==> src/tksc_pkg.sv <==
// ============================================================================
// tksc_pkg: shared types and constants of the touch key seat sequencer
// Key and channel numbering, register indexes, configuration and lane
// status structs, and the level-to-command step table.
// ============================================================================
package tksc_pkg;

    localparam int NUM_KEYS  = 8;
    localparam int NUM_HOLD  = 6;   // held seat command channels (sound is not held)
    localparam int CFG_IDX_W = 3;
    localparam int CFG_DATA_W = 8;

    localparam logic [7:0] HELD_MAX     = 8'hFF;
    localparam logic [7:0] DEBOUNCE_RST = 8'd2;
    localparam logic [7:0] LONG_RST     = 8'd20;
    localparam logic [1:0] REPEAT_RST   = 2'd3;

    // key numbers within touch_keys
    localparam int KEY_LEFT_VENT  = 0;
    localparam int KEY_LEFT_HEAT  = 1;
    localparam int KEY_RIGHT_HEAT = 2;
    localparam int KEY_RIGHT_VENT = 3;
    localparam int KEY_LEFT_FWD   = 4;
    localparam int KEY_RIGHT_BWD  = 5;
    localparam int KEY_RIGHT_FWD  = 6;
    localparam int KEY_LEFT_BWD   = 7;

    // held command channels
    localparam int CH_LEFT_HEAT  = 0;
    localparam int CH_RIGHT_HEAT = 1;
    localparam int CH_LEFT_VENT  = 2;
    localparam int CH_RIGHT_VENT = 3;
    localparam int CH_LEFT_BACK  = 4;
    localparam int CH_RIGHT_BACK = 5;

    localparam logic [2:0] BACK_FWD = 3'd1;
    localparam logic [2:0] BACK_BWD = 3'd2;

    typedef enum logic [CFG_IDX_W-1:0] {
        CFG_HEAT_EN    = 3'd0,
        CFG_VENT_EN    = 3'd1,
        CFG_DEBOUNCE   = 3'd2,
        CFG_LONG_PRESS = 3'd3,
        CFG_REPEAT     = 3'd4
    } cfg_index_t;

    typedef struct packed {
        logic       heat_enable;
        logic       vent_enable;
        logic [7:0] debounce_ticks;
        logic [7:0] long_press_ticks;
        logic [1:0] repeat_count;
    } tksc_cfg_t;

    typedef struct packed {
        logic trigger;    // trigger pending after this tick's qualify step
        logic new_press;  // first trigger of a press, raised this tick
    } tksc_lane_t;

    typedef struct packed {
        logic [1:0] left_vent_level;
        logic [1:0] right_vent_level;
        logic [1:0] left_heat_level;
        logic [1:0] right_heat_level;
    } tksc_levels_t;

    typedef struct packed {
        logic [2:0] left_heat_cmd;
        logic [2:0] right_heat_cmd;
        logic [2:0] left_vent_cmd;
        logic [2:0] right_vent_cmd;
        logic [1:0] left_backrest_cmd;
        logic [1:0] right_backrest_cmd;
        logic       key_sound;
    } tksc_result_t;

    // reported level 0,1,2,3 steps to command 2,3,4,1
    function automatic logic [2:0] level_to_cmd(input logic [1:0] level);
        logic [2:0] cmd;
        unique case (level)
            2'd0: cmd = 3'd2;
            2'd1: cmd = 3'd3;
            2'd2: cmd = 3'd4;
            2'd3: cmd = 3'd1;
        endcase
        return cmd;
    endfunction

endpackage

==> src/tksc_if.sv <==
// ============================================================================
// tksc_in_if / tksc_out_if: valid/ready channels of the seat sequencer
// Scan tick requests in, seat command requests out.
// ============================================================================
interface tksc_in_if;
    logic       valid;
    logic       ready;
    logic [7:0] touch_keys;
    logic [1:0] left_vent_level;
    logic [1:0] right_vent_level;
    logic [1:0] left_heat_level;
    logic [1:0] right_heat_level;

    modport source (output valid, touch_keys, left_vent_level, right_vent_level,
                    left_heat_level, right_heat_level, input ready);
    modport sink (input valid, touch_keys, left_vent_level, right_vent_level,
                  left_heat_level, right_heat_level, output ready);
endinterface

interface tksc_out_if;
    logic       valid;
    logic       ready;
    logic [2:0] left_heat_cmd;
    logic [2:0] right_heat_cmd;
    logic [2:0] left_vent_cmd;
    logic [2:0] right_vent_cmd;
    logic [1:0] left_backrest_cmd;
    logic [1:0] right_backrest_cmd;
    logic       key_sound;

    modport source (output valid, left_heat_cmd, right_heat_cmd, left_vent_cmd,
                    right_vent_cmd, left_backrest_cmd, right_backrest_cmd,
                    key_sound, input ready);
    modport sink (input valid, left_heat_cmd, right_heat_cmd, left_vent_cmd,
                  right_vent_cmd, left_backrest_cmd, right_backrest_cmd,
                  key_sound, output ready);
endinterface

==> src/tksc_key_lane.sv <==
// ============================================================================
// tksc_key_lane: debounce and long-press qualifier for one touch key
// Counts held ticks, latches the first trigger of a press and keeps a
// trigger pending until the merge stage takes it.
// ============================================================================
module tksc_key_lane
    import tksc_pkg::*;
(
    input  logic       clk,
    input  logic       rst_n,
    input  logic       accept,
    input  logic       touched,
    input  tksc_cfg_t  cfg,
    input  logic       take,
    output tksc_lane_t status
);

    logic [7:0] held_reg, held_next;
    logic       latched_reg, latched_next;
    logic       pending_reg, pending_next;
    logic       ge_debounce;
    logic       ge_long;

    // qualify against the count held before this tick
    assign ge_debounce = (held_reg >= cfg.debounce_ticks);
    assign ge_long     = (held_reg >= cfg.long_press_ticks);

    assign status.new_press = touched & ge_debounce & ~latched_reg;
    assign status.trigger   = pending_reg | status.new_press | (touched & ge_long);

    // advance the held count, saturating; drop it on release
    always_comb
    begin
        if (touched)
        begin
            held_next    = (held_reg == HELD_MAX) ? held_reg : held_reg + 8'd1;
            latched_next = latched_reg | ge_debounce;
        end
        else
        begin
            held_next    = '0;
            latched_next = 1'b0;
        end
        pending_next = status.trigger & ~take;
    end

    always_ff @(posedge clk or negedge rst_n)
    begin
        if (!rst_n)
        begin
            held_reg    <= '0;
            latched_reg <= 1'b0;
            pending_reg <= 1'b0;
        end
        else if (accept)
        begin
            held_reg    <= held_next;
            latched_reg <= latched_next;
            pending_reg <= pending_next;
        end
    end

endmodule

==> src/tksc_merge.sv <==
// ============================================================================
// tksc_merge: map lane triggers to seat commands and hold them
// Gates heat and vent by their enables, resolves backrest direction and
// holds each command for repeat_count ticks.
// ============================================================================
module tksc_merge
    import tksc_pkg::*;
(
    input  logic                       clk,
    input  logic                       rst_n,
    input  logic                       accept,
    input  tksc_cfg_t                  cfg,
    input  tksc_levels_t               levels,
    input  tksc_lane_t [NUM_KEYS-1:0]  lanes,
    output logic [NUM_KEYS-1:0]        take,
    output tksc_result_t               result
);

    logic [1:0] rem_reg [NUM_HOLD];
    logic [1:0] rem_next [NUM_HOLD];
    logic [2:0] val_reg [NUM_HOLD];
    logic [2:0] val_next [NUM_HOLD];
    logic [2:0] shown [NUM_HOLD];
    logic [NUM_HOLD-1:0] load;
    logic [2:0] load_val [NUM_HOLD];
    logic [NUM_KEYS-1:0] trig;
    logic [NUM_KEYS-1:0] press;

    always_comb
    begin
        for (int k = 0; k < NUM_KEYS; k++)
        begin
            trig[k]  = lanes[k].trigger;
            press[k] = lanes[k].new_press;
        end
    end

    // take a key's trigger only where its function is enabled
    always_comb
    begin
        take                 = '1;
        take[KEY_LEFT_VENT]  = cfg.vent_enable;
        take[KEY_RIGHT_VENT] = cfg.vent_enable;
        take[KEY_LEFT_HEAT]  = cfg.heat_enable;
        take[KEY_RIGHT_HEAT] = cfg.heat_enable;
    end

    // map triggers to channel loads; backward wins over forward
    always_comb
    begin
        load[CH_LEFT_HEAT]      = cfg.heat_enable & trig[KEY_LEFT_HEAT];
        load_val[CH_LEFT_HEAT]  = level_to_cmd(levels.left_heat_level);
        load[CH_RIGHT_HEAT]     = cfg.heat_enable & trig[KEY_RIGHT_HEAT];
        load_val[CH_RIGHT_HEAT] = level_to_cmd(levels.right_heat_level);
        load[CH_LEFT_VENT]      = cfg.vent_enable & trig[KEY_LEFT_VENT];
        load_val[CH_LEFT_VENT]  = level_to_cmd(levels.left_vent_level);
        load[CH_RIGHT_VENT]     = cfg.vent_enable & trig[KEY_RIGHT_VENT];
        load_val[CH_RIGHT_VENT] = level_to_cmd(levels.right_vent_level);
        load[CH_LEFT_BACK]      = trig[KEY_LEFT_FWD] | trig[KEY_LEFT_BWD];
        load_val[CH_LEFT_BACK]  = trig[KEY_LEFT_BWD] ? BACK_BWD : BACK_FWD;
        load[CH_RIGHT_BACK]     = trig[KEY_RIGHT_FWD] | trig[KEY_RIGHT_BWD];
        load_val[CH_RIGHT_BACK] = trig[KEY_RIGHT_BWD] ? BACK_BWD : BACK_FWD;
    end

    // load or keep each channel, then show and count down
    always_comb
    begin
        for (int c = 0; c < NUM_HOLD; c++)
        begin
            logic [1:0] rem_eff;
            rem_eff     = load[c] ? cfg.repeat_count : rem_reg[c];
            val_next[c] = load[c] ? load_val[c] : val_reg[c];
            if (rem_eff != 2'd0)
            begin
                shown[c]    = val_next[c];
                rem_next[c] = rem_eff - 2'd1;
            end
            else
            begin
                shown[c]    = '0;
                rem_next[c] = rem_eff;
            end
        end
    end

    assign result.left_heat_cmd      = shown[CH_LEFT_HEAT];
    assign result.right_heat_cmd     = shown[CH_RIGHT_HEAT];
    assign result.left_vent_cmd      = shown[CH_LEFT_VENT];
    assign result.right_vent_cmd     = shown[CH_RIGHT_VENT];
    assign result.left_backrest_cmd  = shown[CH_LEFT_BACK][1:0];
    assign result.right_backrest_cmd = shown[CH_RIGHT_BACK][1:0];
    // a new press beeps for exactly the tick it is qualified
    assign result.key_sound          = |press;

    always_ff @(posedge clk or negedge rst_n)
    begin
        if (!rst_n)
        begin
            for (int c = 0; c < NUM_HOLD; c++)
            begin
                rem_reg[c] <= '0;
                val_reg[c] <= '0;
            end
        end
        else if (accept)
        begin
            for (int c = 0; c < NUM_HOLD; c++)
            begin
                rem_reg[c] <= rem_next[c];
                val_reg[c] <= val_next[c];
            end
        end
    end

endmodule

==> src/touch_key_seat_command_sequencer_top.sv <==
// ============================================================================
// touch_key_seat_command_sequencer_top: touch key to seat command sequencer
// Eight key lanes qualify presses in parallel; a merge stage maps triggers
// to heat, vent and backrest commands and holds them for repeat_count ticks.
// ============================================================================
//  channel   | dir | handshake        | content
//  ----------+-----+------------------+------------------------------------
//  key_in    | in  | valid / ready    | touch_keys, four seat level reports
//  cmd_out   | out | valid / ready    | six seat commands, key_sound
//  cfg       | in  | cfg_we           | cfg_index, cfg_data (write only)
//
//  One scan tick request is taken per clock; its result sits in the output
//  register from the cycle after acceptance. The output register decouples the
//  sides: a new tick is taken while the result is taken in the same cycle.
//  A stalled cmd_out holds the result and blocks key_in until it is taken.
//  rst_n clears all lane and channel state and loads the register defaults.
// ============================================================================
module touch_key_seat_command_sequencer_top
    import tksc_pkg::*;
(
    input  logic                  clk,
    input  logic                  rst_n,
    tksc_in_if.sink               key_in,
    tksc_out_if.source            cmd_out,
    input  logic                  cfg_we,
    input  logic [CFG_IDX_W-1:0]  cfg_index,
    input  logic [CFG_DATA_W-1:0] cfg_data
);

    tksc_cfg_t                 cfg_reg;
    tksc_lane_t [NUM_KEYS-1:0] lanes;
    logic [NUM_KEYS-1:0]       take;
    tksc_levels_t              levels;
    tksc_result_t              result;
    tksc_result_t              out_reg;
    logic                      out_valid_reg, out_valid_next;
    logic                      accept;

    // configuration registers
    always_ff @(posedge clk or negedge rst_n)
    begin
        if (!rst_n)
        begin
            cfg_reg.heat_enable      <= 1'b0;
            cfg_reg.vent_enable      <= 1'b0;
            cfg_reg.debounce_ticks   <= DEBOUNCE_RST;
            cfg_reg.long_press_ticks <= LONG_RST;
            cfg_reg.repeat_count     <= REPEAT_RST;
        end
        else if (cfg_we)
        begin
            unique case (cfg_index)
                CFG_HEAT_EN:    cfg_reg.heat_enable      <= cfg_data[0];
                CFG_VENT_EN:    cfg_reg.vent_enable      <= cfg_data[0];
                CFG_DEBOUNCE:   cfg_reg.debounce_ticks   <= cfg_data;
                CFG_LONG_PRESS: cfg_reg.long_press_ticks <= cfg_data;
                CFG_REPEAT:     cfg_reg.repeat_count     <= cfg_data[1:0];
                default:        ;
            endcase
        end
    end

    // take a request whenever the output register is free or being emptied
    assign key_in.ready = ~out_valid_reg | cmd_out.ready;
    assign accept       = key_in.valid & key_in.ready;

    assign levels.left_vent_level  = key_in.left_vent_level;
    assign levels.right_vent_level = key_in.right_vent_level;
    assign levels.left_heat_level  = key_in.left_heat_level;
    assign levels.right_heat_level = key_in.right_heat_level;

    // one qualifier lane per key
    for (genvar k = 0; k < NUM_KEYS; k++)
    begin : g_lane
        tksc_key_lane u_lane (
            .clk     (clk),
            .rst_n   (rst_n),
            .accept  (accept),
            .touched (key_in.touch_keys[k]),
            .cfg     (cfg_reg),
            .take    (take[k]),
            .status  (lanes[k])
        );
    end

    tksc_merge u_merge (
        .clk    (clk),
        .rst_n  (rst_n),
        .accept (accept),
        .cfg    (cfg_reg),
        .levels (levels),
        .lanes  (lanes),
        .take   (take),
        .result (result)
    );

    // output register: hold until taken
    assign out_valid_next = accept | (out_valid_reg & ~cmd_out.ready);

    always_ff @(posedge clk or negedge rst_n)
    begin
        if (!rst_n)
        begin
            out_valid_reg <= 1'b0;
        end
        else
        begin
            out_valid_reg <= out_valid_next;
        end
    end

    always_ff @(posedge clk)
    begin
        if (accept)
        begin
            out_reg <= result;
        end
    end

    assign cmd_out.valid              = out_valid_reg;
    assign cmd_out.left_heat_cmd      = out_reg.left_heat_cmd;
    assign cmd_out.right_heat_cmd     = out_reg.right_heat_cmd;
    assign cmd_out.left_vent_cmd      = out_reg.left_vent_cmd;
    assign cmd_out.right_vent_cmd     = out_reg.right_vent_cmd;
    assign cmd_out.left_backrest_cmd  = out_reg.left_backrest_cmd;
    assign cmd_out.right_backrest_cmd = out_reg.right_backrest_cmd;
    assign cmd_out.key_sound          = out_reg.key_sound;

endmodule

==> src/flat_wrapper.sv <==
// flat-port wrapper written by rule: the top's interface ports become plain ports
module touch_key_seat_command_sequencer_top_flat import tksc_pkg::*;
  (clk, rst_n, cfg_we, cfg_index, cfg_data, key_in_valid, key_in_touch_keys, key_in_left_vent_level, key_in_right_vent_level, key_in_left_heat_level, key_in_right_heat_level, key_in_ready, cmd_out_valid, cmd_out_left_heat_cmd, cmd_out_right_heat_cmd, cmd_out_left_vent_cmd, cmd_out_right_vent_cmd, cmd_out_left_backrest_cmd, cmd_out_right_backrest_cmd, cmd_out_key_sound, cmd_out_ready);
  tksc_in_if key_in_i ();
  tksc_out_if cmd_out_i ();
  input  logic clk;
  input  logic rst_n;
  input  logic cfg_we;
  input  logic [CFG_IDX_W-1:0] cfg_index;
  input  logic [CFG_DATA_W-1:0] cfg_data;
  input wire logic [$bits(key_in_i.valid)-1:0] key_in_valid;
  input wire logic [$bits(key_in_i.touch_keys)-1:0] key_in_touch_keys;
  input wire logic [$bits(key_in_i.left_vent_level)-1:0] key_in_left_vent_level;
  input wire logic [$bits(key_in_i.right_vent_level)-1:0] key_in_right_vent_level;
  input wire logic [$bits(key_in_i.left_heat_level)-1:0] key_in_left_heat_level;
  input wire logic [$bits(key_in_i.right_heat_level)-1:0] key_in_right_heat_level;
  output wire logic [$bits(key_in_i.ready)-1:0] key_in_ready;
  output wire logic [$bits(cmd_out_i.valid)-1:0] cmd_out_valid;
  output wire logic [$bits(cmd_out_i.left_heat_cmd)-1:0] cmd_out_left_heat_cmd;
  output wire logic [$bits(cmd_out_i.right_heat_cmd)-1:0] cmd_out_right_heat_cmd;
  output wire logic [$bits(cmd_out_i.left_vent_cmd)-1:0] cmd_out_left_vent_cmd;
  output wire logic [$bits(cmd_out_i.right_vent_cmd)-1:0] cmd_out_right_vent_cmd;
  output wire logic [$bits(cmd_out_i.left_backrest_cmd)-1:0] cmd_out_left_backrest_cmd;
  output wire logic [$bits(cmd_out_i.right_backrest_cmd)-1:0] cmd_out_right_backrest_cmd;
  output wire logic [$bits(cmd_out_i.key_sound)-1:0] cmd_out_key_sound;
  input wire logic [$bits(cmd_out_i.ready)-1:0] cmd_out_ready;
  assign key_in_i.valid = key_in_valid;
  assign key_in_i.touch_keys = key_in_touch_keys;
  assign key_in_i.left_vent_level = key_in_left_vent_level;
  assign key_in_i.right_vent_level = key_in_right_vent_level;
  assign key_in_i.left_heat_level = key_in_left_heat_level;
  assign key_in_i.right_heat_level = key_in_right_heat_level;
  assign key_in_ready = key_in_i.ready;
  assign cmd_out_valid = cmd_out_i.valid;
  assign cmd_out_left_heat_cmd = cmd_out_i.left_heat_cmd;
  assign cmd_out_right_heat_cmd = cmd_out_i.right_heat_cmd;
  assign cmd_out_left_vent_cmd = cmd_out_i.left_vent_cmd;
  assign cmd_out_right_vent_cmd = cmd_out_i.right_vent_cmd;
  assign cmd_out_left_backrest_cmd = cmd_out_i.left_backrest_cmd;
  assign cmd_out_right_backrest_cmd = cmd_out_i.right_backrest_cmd;
  assign cmd_out_key_sound = cmd_out_i.key_sound;
  assign cmd_out_i.ready = cmd_out_ready;
  touch_key_seat_command_sequencer_top u_core (.clk(clk), .rst_n(rst_n), .key_in(key_in_i), .cmd_out(cmd_out_i), .cfg_we(cfg_we), .cfg_index(cfg_index), .cfg_data(cfg_data));
endmodule
==> config.mk <==
export PLATFORM = sky130hd
export DESIGN_NAME = touch_key_seat_command_sequencer_top_flat
export DESIGN_NICKNAME = d
export VERILOG_FILES = /design/src/tksc_pkg.sv /design/src/tksc_if.sv /design/src/tksc_key_lane.sv /design/src/tksc_merge.sv /design/src/touch_key_seat_command_sequencer_top.sv /design/src/flat_wrapper.sv
export SDC_FILE = /design/constraint.sdc
export NUM_CORES = 1
export LEC_CHECK = 0
export BUFFER_PORTS_ARGS = -buffer_cell sky130_fd_sc_hd__buf_2
export CAP_MARGIN = 5
export CORE_MARGIN = 2
export CORE_UTILIZATION = 53
export CTS_CLUSTER_SIZE = 8
export DETAILED_ROUTE_END_ITERATION = 10
export GPL_TIMING_DRIVEN = 0
export PLACE_DENSITY = 0.71
export SLEW_MARGIN = 20
export SYNTH_ARGS = -nofsm -noshare
export SYNTH_HDL_FRONTEND = slang
export SYNTH_SLANG_ARGS = --single-unit
export TNS_END_PERCENT = 100
==> constraint.sdc <==
create_clock -name clk -period 3.05 [get_ports clk]
set_clock_uncertainty 0.2 [all_clocks]
set_input_delay 0.305 -clock clk [delete_from_list [all_inputs] [get_ports clk]]
set_output_delay 0.305 -clock clk [all_outputs]
set_load 0.05 [all_outputs]
# --- Yosys cells after proc, flatten, opt, wreduce, memory -nomap -nowiden ---
# Index checks and enable logic that the tools add are counted.
classes:
  addsub: 14
  order_cmp: 16
  n_eq_ne: 32
  n_mux: 48
  n_bitwise: 70
  reduce_logical: 25
op_table:
  columns: ["cell", "count"]
  rows:
  - ["greater-or-equal comparator 8 bit", 16]
  - ["2-to-1 mux 8 bit", 16]
  - ["adder 8 x 1 -> 8 bit, second input constant", 8]
  - ["== test 8 bit, second input constant", 8]
  - ["one-hot mux 3 bit (4 select lines)", 4]
  - ["AND 1 bit", 34]
  - ["2-to-1 mux 2 bit", 16]
  - ["AND reduction 2 bit", 13]
  - ["bitwise OR 1 bit", 24]
  - ["== test 2 bit, second input constant", 8]
  - ["!= test 2 bit, second input constant", 8]
  - ["2-to-1 mux 3 bit", 4]
  - ["inverter 1 bit", 12]
  - ["nonzero test 2 bit", 6]
  - ["subtractor 2 x 1 -> 2 bit, second input constant", 6]
  - ["== test 2 x 1 -> 1 bit, second input constant", 4]
  - ["zero test 2 bit", 4]
  - ["2-to-1 mux 1 bit", 8]
  - ["OR reduction 8 bit", 1]
  - ["== test 3 x 2 -> 1 bit, second input constant", 2]
  - ["== test 3 x 1 -> 1 bit, second input constant", 1]
  - ["== test 3 bit, second input constant", 1]
  - ["zero test 3 bit", 1]
word_totals:
  register_bits: 142
  output_inout_bits: 19
  word_cells: 250

# --- Longest topological paths before layout ---
# Gate-level depths: netlist of run 1.
depth:
  depth_word: 9
  ltp_mapped: 9

# --- By module ---
# From an unflattened synthesis of run 1, not the netlist that was laid out.
unflattened:
  cells_unflattened: 1128
  hier_area_um2: 10307.4
modules_own_cells:
  columns: ["mod", "instances", "cells_per_inst", "area_each_um2", "seq_area_each_um2"]
  rows:
  - ["tksc_key_lane", 8, 111, 920.9, 250.2]
  - ["tksc_merge", 1, 173, 1551.5, 700.7]
  - ["touch_key_seat_command_sequencer_top", 1, 67, 1388.8, 1042.2]

# --- Worst setup path after synthesis of run 1 ---
# No wires, ideal clock.
synth_timing:
  path_kind: "reg-to-reg"
  startpoint: "register u_core.out_valid_reg (netlist: u_core.cmd_out.valid)"
  endpoint: "register u_core.out_reg (netlist bit u_core.cmd_out.key_sound), enable pin"
  setup_time_ns: 0.388
  t_arrival_ns: 2.023
  required_time_ns: 2.462
  setup_slack_ns: 0.439
  path_stages_with_launch: 6
  n_path_buf: 2
  period_less_slack_ns: 2.611
  path_cell_list: "dfrtp_1 > nand2b_1 > buf_2 > nand2_2 > clkinv_1 > clkbuf_1"
synth_between:
  elab_chain_cells: 3
synth_rtl:
  columns: ["item", "line_no", "text"]
  rows:
  - ["from (decl)", "touch_key_seat_command_sequencer_top.sv:36", "logic out_valid_reg, out_valid_next;"]
  - ["from (signal assigned)", "touch_key_seat_command_sequencer_top.sv:108", "out_valid_reg <= out_valid_next;"]
  - ["inverter 1 bit", "touch_key_seat_command_sequencer_top.sv:64", "assign key_in.ready = ~out_valid_reg | cmd_out.ready;"]
  - ["bitwise OR 1 bit", "touch_key_seat_command_sequencer_top.sv:64", null]
  - ["named net key_in_ready", "flat_wrapper.sv:17", "output wire logic [$bits(key_in_i.ready)-1:0] key_in_ready;"]
  - ["AND 1 bit", "touch_key_seat_command_sequencer_top.sv:65", "assign accept = key_in.valid & key_in.ready;"]
  - ["named net u_core.accept", "touch_key_seat_command_sequencer_top.sv:37", "logic accept;"]
  - ["to (signal assigned)", "touch_key_seat_command_sequencer_top.sv:116", "out_reg <= result;"]
  - ["to (decl)", "touch_key_seat_command_sequencer_top.sv:35", "tksc_result_t out_reg;"]
# The timed path passes the listed nets, and every way through them passes these cells.
# A chain may end at the register's enable or synchronous reset.

# --- Worst setup path in the final report of run 1 ---
layout_timing:
  startpoint: "register u_core.cfg_reg[8] (netlist name)"
  endpoint: "register u_core.u_merge.val_reg[6] (netlist name)"
layout_between:
  elab_chain_cells: 5
layout_rtl:
  columns: ["item", "line_no", "text"]
  rows:
  - ["from (decl)", "touch_key_seat_command_sequencer_top.sv:30", "tksc_cfg_t cfg_reg;"]
  - ["greater-or-equal comparator 8 bit", "tksc_key_lane.sv:26", "assign ge_long = (held_reg >= cfg.long_press_ticks);"]
  - ["AND 1 bit", "tksc_key_lane.sv:29", "assign status.trigger = pending_reg | status.new_press | (touched & ge_long);"]
  - ["bitwise OR 1 bit", "tksc_key_lane.sv:29", null]
  - ["AND 1 bit", "tksc_merge.sv:57", "load[CH_RIGHT_VENT] = cfg.vent_enable & trig[KEY_RIGHT_VENT];"]
  - ["2-to-1 mux 3 bit", "tksc_merge.sv:72", "val_next[c] = load[c] ? load_val[c] : val_reg[c];"]
  - ["to (signal, indexed assignment)", "tksc_merge.sv:110", "val_reg[c] <= val_next[c];"]
  - ["to (decl)", "tksc_merge.sv:21", "logic [2:0] val_reg [NUM_HOLD];"]
# Every way passes these cells.

==> reports/qor.txt, run 1 <==
Met1 Usage GRT: 0.356
WL/cell: 18.2 µm
Drt pass-1 iters: 5
Compound-Gate Fraction of Synth Area: 0.161
Skew-Pair Late Insertion Delay: 430 ps
Fraction of synthesized area in multiplexers: 0.0485
CTS Sinks: 142
Grt total ovfl: 0
Final WL: 23400 µm
Final HPWL DP: 16500 µm
Post-synth top cells: ha_1 (136), dfrtp_1 (120), nor2_1 (89), nand2_1 (76), o21ai_0 (70)
Slew Limit Headroom: 0.320
Final RePlAce weighted congestion: 0.857
Met3 Use GR: 0.0486
Slowest CP cell: o31ai_1
Fin. Hold Viols: 0
Antenna-violating nets left: 0
Kind of critical path: reg -> reg
Total chip power: 6.26 mW
Num CTS Buffers: 17
Reg2Reg Depth: 7
Fin util: 0.623
Crit Path Max Fanout: 8
Post-route setup TNS: 0 ps
GR peak layer: met2
RSZ-0062 raised after global routing: yes
Yosys warns: 0
FFs w/ async S/R, synth: 0.880
Reg clk slew, reported paths: 60 ps
Fillers: 1425
Total stage count of the critical path: 7
Top delay family on crit path: compound AO/OA/AOI/OAI gates
Fraction of layout cells with a size suffix above 1: 0.123
Die area: 18900 µm²
CTS Root Cell: clkbuf_16
Worst-case clock buffer depth: 2
VDD IR max: 0.000489 V
Post-Synth Simple-Gate Area: 0.160
Die Ht: 137 µm
Antenna violations before repair: 0
Seq cells post-synth: 142
Most numerous cell in the Yosys netlist: ha_1
Leakage power total: 5.30 nW
Register area share after synthesis: 0.387
1st-iter DRT viols: 548
First-pass GRT wire length: 37900 µm
Status: finished, final reports clean
N_diodes: 0
Starting density of the core: 0.543
CP most frequent cell: a21o_1
PortBufs: 47
Synth area leaders: dfrtp_1 (32%), ha_1 (18%), edfxtp_1 (5.4%), o21ai_0 (3.7%), nor2_1 (3.5%)
Critical path's largest stage delay: 500 ps
Critical path arrival: 3120 ps
Pwr dens: 579 nW/µm²
Syn Inst Count: 965
Top-area cell type share of the netlist area: 0.319
Setup violations, final: 0
Post-Synth Adder-Cell Area: 0.181
Slew Limit Fails: 0
Post-Syn Area per Cell: 9.76 µm²
Placed Cells: 1238
Max Cap Viol: 0
Syn Std Cell Area: 9420 µm²
Setup crit start kind: flop
NumNets Final: 1219
CTS tree: yes
Post-CTS setup buffers: 0
Crit path buf inv count: 1
CP cell instances: inv_1 -> ha_1 -> a21o_1 -> a21o_1 -> a22o_1 -> o31ai_1 -> mux2_2
Critical Path End Type: flop
Total GRT Usage: 0.263
Type of the most critical hold path: in -> reg
Largest family of logic cells by synthesized area: adder cells
M2 GR Usage: 0.426
WP data required: 3170 ps
Core ar.: 17400 µm²
Post-Synth XOR/XNOR Area: 0.0400
Vias in the first global route: 7593
Distinct cells, synth: 59
Min-Delay Path Depth: 2
Drt drc: 0
Std cell rows: 48
Clock H-tree levels: 4
Area growth, synth to finish: 14.8%
Yosys top cell by area: dfrtp_1
Finished Layout Cells: 1289
Fmax: 333 MHz
Largest net degree at the start of global routing: 98
Max reg flops: 64
Top FF cell, synth: dfrtp_1
Via count: 7628
DR vias/cell: 5.92
Crit path time final: 3000 ps
I/O pin total: 51
Post-synth EDFFs: 17
Final critical-path share of the clock period: 0.985
Syn_nets: 1133
Die W: 137 µm
Tightest Pin Transition: 1020 ps
cells in the final DEF, fill, tap and decap left out, types with 5 or more instances in the layout:
| cell type | instances |
|---|---|
| nand2b_1 | 18 |
| xor2_1 | 27 |
| a211oi_1 | 9 |
| mux2_2 | 21 |
| ha_1 | 136 |
| dfrtp_1 | 119 |
| and3_1 | 11 |
| a31oi_1 | 6 |
| and4_1 | 7 |
| o221ai_1 | 6 |
| inv_6 | 6 |
| nand4_1 | 12 |
| inv_1 | 41 |
| a21o_1 | 19 |
| nor3b_1 | 11 |
| dfstp_2 | 5 |
| clkbuf_16 | 17 |
| nor2b_1 | 11 |
| dlygate4sd3_1 | 19 |
| a21oi_1 | 61 |
| or3_1 | 7 |
| buf_2 | 48 |
| o21ai_0 | 70 |
| a2bb2oi_1 | 7 |
| o211ai_1 | 5 |
| clkbuf_1 | 8 |
| nand2_1 | 76 |
| nor2_1 | 89 |
| o21a_1 | 7 |
| nand3_1 | 39 |
| edfxtp_1 | 17 |
| xnor2_1 | 16 |
| mux2i_1 | 22 |
| nor3_1 | 16 |
cell type report:
cell class / instances / area [µm²] / share of cell area
flip-flops and latches: 142 / 3650 / 0.337
clock inverters: 15 / 153 / 0.0141
inverters: 43 / 165 / 0.0153
multi-input cells: 765 / 5630 / 0.520
repair buffers: 67 / 463 / 0.0428
plain buffers: 15 / 60.1 / 0.00555
well taps: 225 / 282 / 0.0260
clock buffers: 17 / 425 / 0.0393
where the power goes:
group          switching, mW  internal (mW)  total (mW)
Sequential             0.257           2.22        2.48
Clock                  0.900           1.15        2.05
Combinational           1.04          0.691        1.73
per-stage QoR:
stage	instance area (µm²)	hold WS (ps)	worst slack, ps
detailed placement	9980	-25.9	-26.2
CTS	10700	3.61	-44.0
global placement	9940	271	-246
finish	10800	13.7	45.1
global route	10800	16.3	-92.2
floorplan	9420	-191	439
cells by family (layout without fill, tap and decap cells):
logic type,Yosys count,count (layout)
flops,142,142
simple gates,310,310
xor+xnor,43,43
buf+inv,58,157
compound gates,233,233
mux,43,43
fa+ha+maj,136,136
worst paths after layout:
kind,from,endpoint,slack (ps)
min in group asynchronous,rst_n,u_core.g_lane[4].u_lane.held_reg[2],110
setup / recovery,u_core.cfg_reg[8],u_core.u_merge.val_reg[6],50
hold reg to reg,u_core.u_merge.val_reg[11],u_core.u_merge.val_reg[11],300
hold / removal,cfg_data[0],u_core.cfg_reg[18],10
setup reg to reg,u_core.cfg_reg[8],u_core.u_merge.val_reg[6],50
max in group asynchronous,rst_n,u_core.cfg_reg[10],1760
metal layers:
layer | part of all wire | routed length [µm]
met1 | 0.46 | 10800
met2 | 0.47 | 11000
met3 | 0.046 | 1070
met4 | 0.022 | 524
met5 | 0 | 0
repair_timing:
| action | CTS | global route |
|---|---|---|
| resized for setup | 0 | 14 |
| endpoints found under the setup margin | 3 | 35 |
| hold buffers | 19 | 0 |
| hold endpoints to repair | 145 | 0 |
No activity file was read; power rests on OpenSTA's default activity.
==> run 2: changes to the inputs <==
CTS_BUF_LIST = sky130_fd_sc_hd__clkbuf_16   (was default)
PLACE_DENSITY = 0.74   (was 0.71)
==> run 2 against run 1 <==
The flow now finishes with violations (negative setup slack); total power increased by 2.2%; clock power grew 6%; maximum frequency shrank 2.6%; final area up 0.24%; setup slack lost 79 ps; critical path depth grew 1; sequential share of layout area is 0.070 points lower; flip-flop and latch count unchanged.
==> reports/qor.txt, run 2 (same netlist as run 1, synthesis figures left out) <==
Crit path time final: 3080 ps
DP Area: 9980 µm²
Die Ht: 137 µm
Largest net degree at the start of global routing: 92
Finished Layout Cells: 1289
Worst-case clock buffer depth: 2
Leakage power total: 5.30 nW
Drt pass-1 iters: 6
Seq pwr share: 0.387
Kind of critical path: reg -> reg
Tightest Pin Transition: 978 ps
Starting density of the core: 0.543
Num CTS Buffers: 17
Pwr dens: 590 nW/µm²
Fraction of layout cells with a size suffix above 1: 0.122
Crit Path Max Fanout: 9
Clock H-tree levels: 4
Most frequent cells in the layout: ha_1 (136), dfrtp_1 (118), nor2_1 (89)
Via count: 7667
Fillers: 1410
Setup crit start kind: flop
PortBufs: 47
Slowest CP cell: nor4_1
Core ar.: 17400 µm²
Antenna violations before repair: 0
Die area: 18900 µm²
Final HPWL DP: 16500 µm
Critical Path End Type: flop
Final critical-path share of the clock period: 1.01
Status: finished with violations
Final RePlAce weighted congestion: 0.865
Critical path arrival: 3030 ps
Clk pwr share: 0.340
Drt drc: 0
WP data required: 3000 ps
Slew Limit Fails: 0
Fin. Hold Viols: 0
M2 GR Usage: 0.449
Type of the most critical hold path: in -> reg
I/O pin total: 51
Met3 Use GR: 0.0453
Setup violations, final: 1
VDD IR max: 0.000455 V
Total chip power: 6.40 mW
Die W: 137 µm
Comb pwr share: 0.273
CTS tree: yes
Design Area, Final: 10800 µm²
R2r setup slk: -30 ps
Fin util: 0.625
Crit path buf inv count: 1
Post-CTS setup buffers: 0
Area growth, synth to finish: 15.1%
Final WL: 23900 µm
Vias in the first global route: 7584
NumNets Final: 1219
Pint: 4.21 mW
First-pass GRT wire length: 38400 µm
DR vias/cell: 5.95
Placed Cells: 1238
Antenna-violating nets left: 0
GR peak layer: met2
Critical path's largest stage delay: 620 ps
RSZ-0062 raised after global routing: yes
Skew-Pair Late Insertion Delay: 440 ps
1st-iter DRT viols: 585
Sw Ratio: 0.342
Max Cap Viol: 0
N_diodes: 0
Slew Limit Headroom: 0.348
Std cell rows: 48
CTS Root Cell: clkbuf_16
CTS Sinks: 142
WL/cell: 18.5 µm
Fmax: 324 MHz
Hold_ws: 4.31 ps
Most common cell after layout, fill and taps aside: ha_1
Max reg flops: 64
Total GRT Usage: 0.266
Final worst slack: -33.8 ps
Top delay family on crit path: simple AND/OR/NAND/NOR gates
P_sw: 2.19 mW
Met1 Usage GRT: 0.345
Violated checks: negative setup slack
Reg clk slew, reported paths: 60 ps
CP cell instances: clkinvlp_4 -> ha_1 -> a211oi_1 -> o21ai_0 -> a21oi_1 -> nor3b_2 -> nor4_1 -> nand4_1
Grt total ovfl: 0
[run 2: metal layers]
layer	vias up	share of wire
met4	0	0.017
met5	-	0
met3	34	0.041
li1	3720	-
met2	181	0.48
met1	3732	0.46
[run 2: tightest hold or removal path, cell delays in order]
cell and delay (ps):
buf_2 150, nand2_1 60, o21ai_0 70
[run 2: final timing paths]
check,start,endpoint,depth (start not counted)
worst max-delay path,u_core.cfg_reg[12],u_core.cmd_out.key_sound,8
min in group asynchronous,rst_n,u_core.g_lane[4].u_lane.held_reg[1],2
worst min-delay path,key_in_touch_keys[7],u_core.g_lane[7].u_lane.held_reg[0],3
worst min register to register,u_core.g_lane[1].u_lane.latched_reg,u_core.g_lane[1].u_lane.latched_reg,1
max in group asynchronous,rst_n,u_core.cfg_reg[10],3
worst max register to register,u_core.cfg_reg[12],u_core.cmd_out.key_sound,8
[run 2: cell type report]
cell class | instances | area [µm²] | share of cell area
Multi-Input combinational cell | 765 | 5620 | 0.518
Sequential cell | 142 | 3650 | 0.336
Timing Repair Buffer | 67 | 463 | 0.0427
Clock buffer | 17 | 425 | 0.0392
Tap cell | 225 | 282 | 0.0260
Clock inverter | 15 | 185 | 0.0171
Inverter | 43 | 165 | 0.0152
Buffer | 15 | 60.1 | 0.00554
[run 2: through the flow]
| stage | worst slack (ps) | TNS, ps |
|---|---|---|
| 4_1_cts | 6.60 | 0 |
| 2_1_floorplan | 439 | 0 |
| 5_1_grt | -85.6 | -104 |
| 6_report | -33.8 | -33.8 |
| 3_5_place_dp | -117 | -231 |
| 3_3_place_gp | -307 | -33940 |
[run 2: repair_timing]
item,in CTS,in global routing
endpoints found under the hold margin,151,0
resized for setup,3,10
setup endpoints to repair,6,32
hold buffers,19,0
[run 2: power groups by stage]
stage | logic, mW | registers, mW | clock network (mW)
after global placement | 1.62 | 2.48 | 0
final | 1.75 | 2.48 | 2.17
after detailed placement | 1.69 | 2.49 | 0
after floorplan | 1.14 | 2.50 | 0
after CTS | 1.73 | 2.46 | 2.20
after global routing | 1.97 | 2.51 | 2.28
==> run 3: changes to the inputs <==
HOLD_SLACK_MARGIN = 0.05   (was default)
==> run 3 against run 2 <==
The flow now finishes without violations; register-to-register slack better by 80 ps; utilization up 0.23 points; routed wire length hardly changed; count of clock-buffer cells in the layout stayed put; critical endpoint unchanged; combinational power about the same.
==> reports/qor.txt, run 3 (same netlist as run 1, synthesis figures left out) <==
Status: finished, final reports clean
Grt total ovfl: 0
Post-CTS setup buffers: 0
Max Cap Viol: 0
Placed Cells: 1238
Via count: 7673
Final WL: 23800 µm
Fin. Hold Viols: 0
Tightest Pin Transition: 1030 ps
Slew Limit Headroom: 0.316
DR vias/cell: 5.93
Top delay family on crit path: simple AND/OR/NAND/NOR gates
Type of the most critical hold path: in -> reg
Setup crit start kind: flop
Setup violations, final: 0
VDD IR max: 0.000459 V
I/O pin total: 51
Final critical-path share of the clock period: 0.984
Antenna-violating nets left: 0
First-pass GRT wire length: 38400 µm
Leakage power total: 5.32 nW
WP data required: 3000 ps
Core ar.: 17400 µm²
CP cell instances: clkinvlp_4 -> ha_1 -> a211oi_1 -> o21ai_0 -> a21oi_1 -> nor3b_2 -> nor4_1 -> nand4_1
Most common cell after layout, fill and taps aside: ha_1
Drt drc: 0
Most frequent cells in the layout: ha_1 (136), dfrtp_1 (118), nor2_1 (89)
Fraction of layout cells with a size suffix above 1: 0.122
Total chip power: 6.40 mW
R2r setup slk: 50 ps
NumNets Final: 1223
Skew-Pair Late Insertion Delay: 440 ps
Clock H-tree levels: 4
Num CTS Buffers: 17
Kind of critical path: reg -> reg
Critical path's largest stage delay: 570 ps
Area growth, synth to finish: 15.5%
CTS tree: yes
Drt pass-1 iters: 5
Starting density of the core: 0.543
Largest net degree at the start of global routing: 92
Antenna violations before repair: 0
Final HPWL DP: 16500 µm
Vias in the first global route: 7595
Max reg flops: 64
WL/cell: 18.4 µm
Finished Layout Cells: 1293
Pwr dens: 588 nW/µm²
Critical Path End Type: flop
CTS Sinks: 142
CTS Root Cell: clkbuf_16
Crit path buf inv count: 1
Final RePlAce weighted congestion: 0.865
Crit path time final: 3000 ps
RSZ-0062 raised after global routing: yes
Std cell rows: 48
Fmax: 333 MHz
Pre-CTS WS: -117 ps
N_diodes: 0
Final worst slack: 47.9 ps
Reg clk slew, reported paths: 60 ps
Crit Path Max Fanout: 9
1st-iter DRT viols: 568
PortBufs: 47
Worst-case clock buffer depth: 2
Slowest CP cell: nor4_1
Die area: 18900 µm²
Die Ht: 137 µm
Slew Limit Fails: 0
Critical path arrival: 2950 ps
Die W: 137 µm
Total GRT Usage: 0.266
run 3: where the power goes:
group          switching, mW  internal (mW)  leakage (nW)
clock                  0.878           1.30         0.290
sequential             0.255           2.22          1.81
combinational           1.06          0.696          3.21
run 3: layout make-up:
class / instances / area (µm²)
Buffer: 15 / 60.1
Clock buffer: 17 / 425
Clock inverter: 15 / 185
Fill cell: 1406 / 6470
Inverter: 43 / 165
Multi-Input combinational cell: 765 / 5620
Sequential cell: 142 / 3650
Tap cell: 225 / 282
Timing Repair Buffer: 71 / 503
run 3: per-layer routing:
layer,wire length (µm),global-route usage,share of wire
met1,11100,0.345,0.46
met2,11500,0.449,0.48
met3,879,0.0453,0.037
met4,431,0.0922,0.018
met5,0,0,0
run 3: tightest hold or removal path, delay by kind of cell:
kind	cells	cell delay, ps
simple gates	1	90
buf+inv	1	130
mux	1	140
run 3: final timing paths:
check | cells after the start | from | to
max in group asynchronous | 3 | rst_n | u_core.cfg_reg[10]
min | 3 | cfg_index[0] | u_core.cfg_reg[18]
max | 8 | u_core.cfg_reg[12] | u_core.cmd_out.key_sound
max reg2reg | 8 | u_core.cfg_reg[12] | u_core.cmd_out.key_sound
min reg2reg | 1 | u_core.g_lane[1].u_lane.latched_reg | u_core.g_lane[1].u_lane.latched_reg
min in group asynchronous | 2 | rst_n | u_core.g_lane[4].u_lane.held_reg[1]
run 3: metrics by stage:
stage | util | setup TNS [ps] | hold WS (ps) | cell area (µm²)
4_1_cts | 0.624 | 0 | 54.8 | 10800
5_1_grt | 0.627 | -104 | 87.9 | 10900
2_1_floorplan | - | 0 | -191 | 9420
6_report | 0.627 | 0 | 68.5 | 10900
3_3_place_gp | 0.573 | -33940 | 271 | 9940
3_5_place_dp | 0.575 | -231 | -5.40 | 9980
run 3: timing repair:
action                     in CTS  in global routing
gates cloned                    0                  0
hold endpoints to repair      167                  0
resized for setup               3                 10
hold buffers                   23                  0
setup endpoints to repair       6                 32
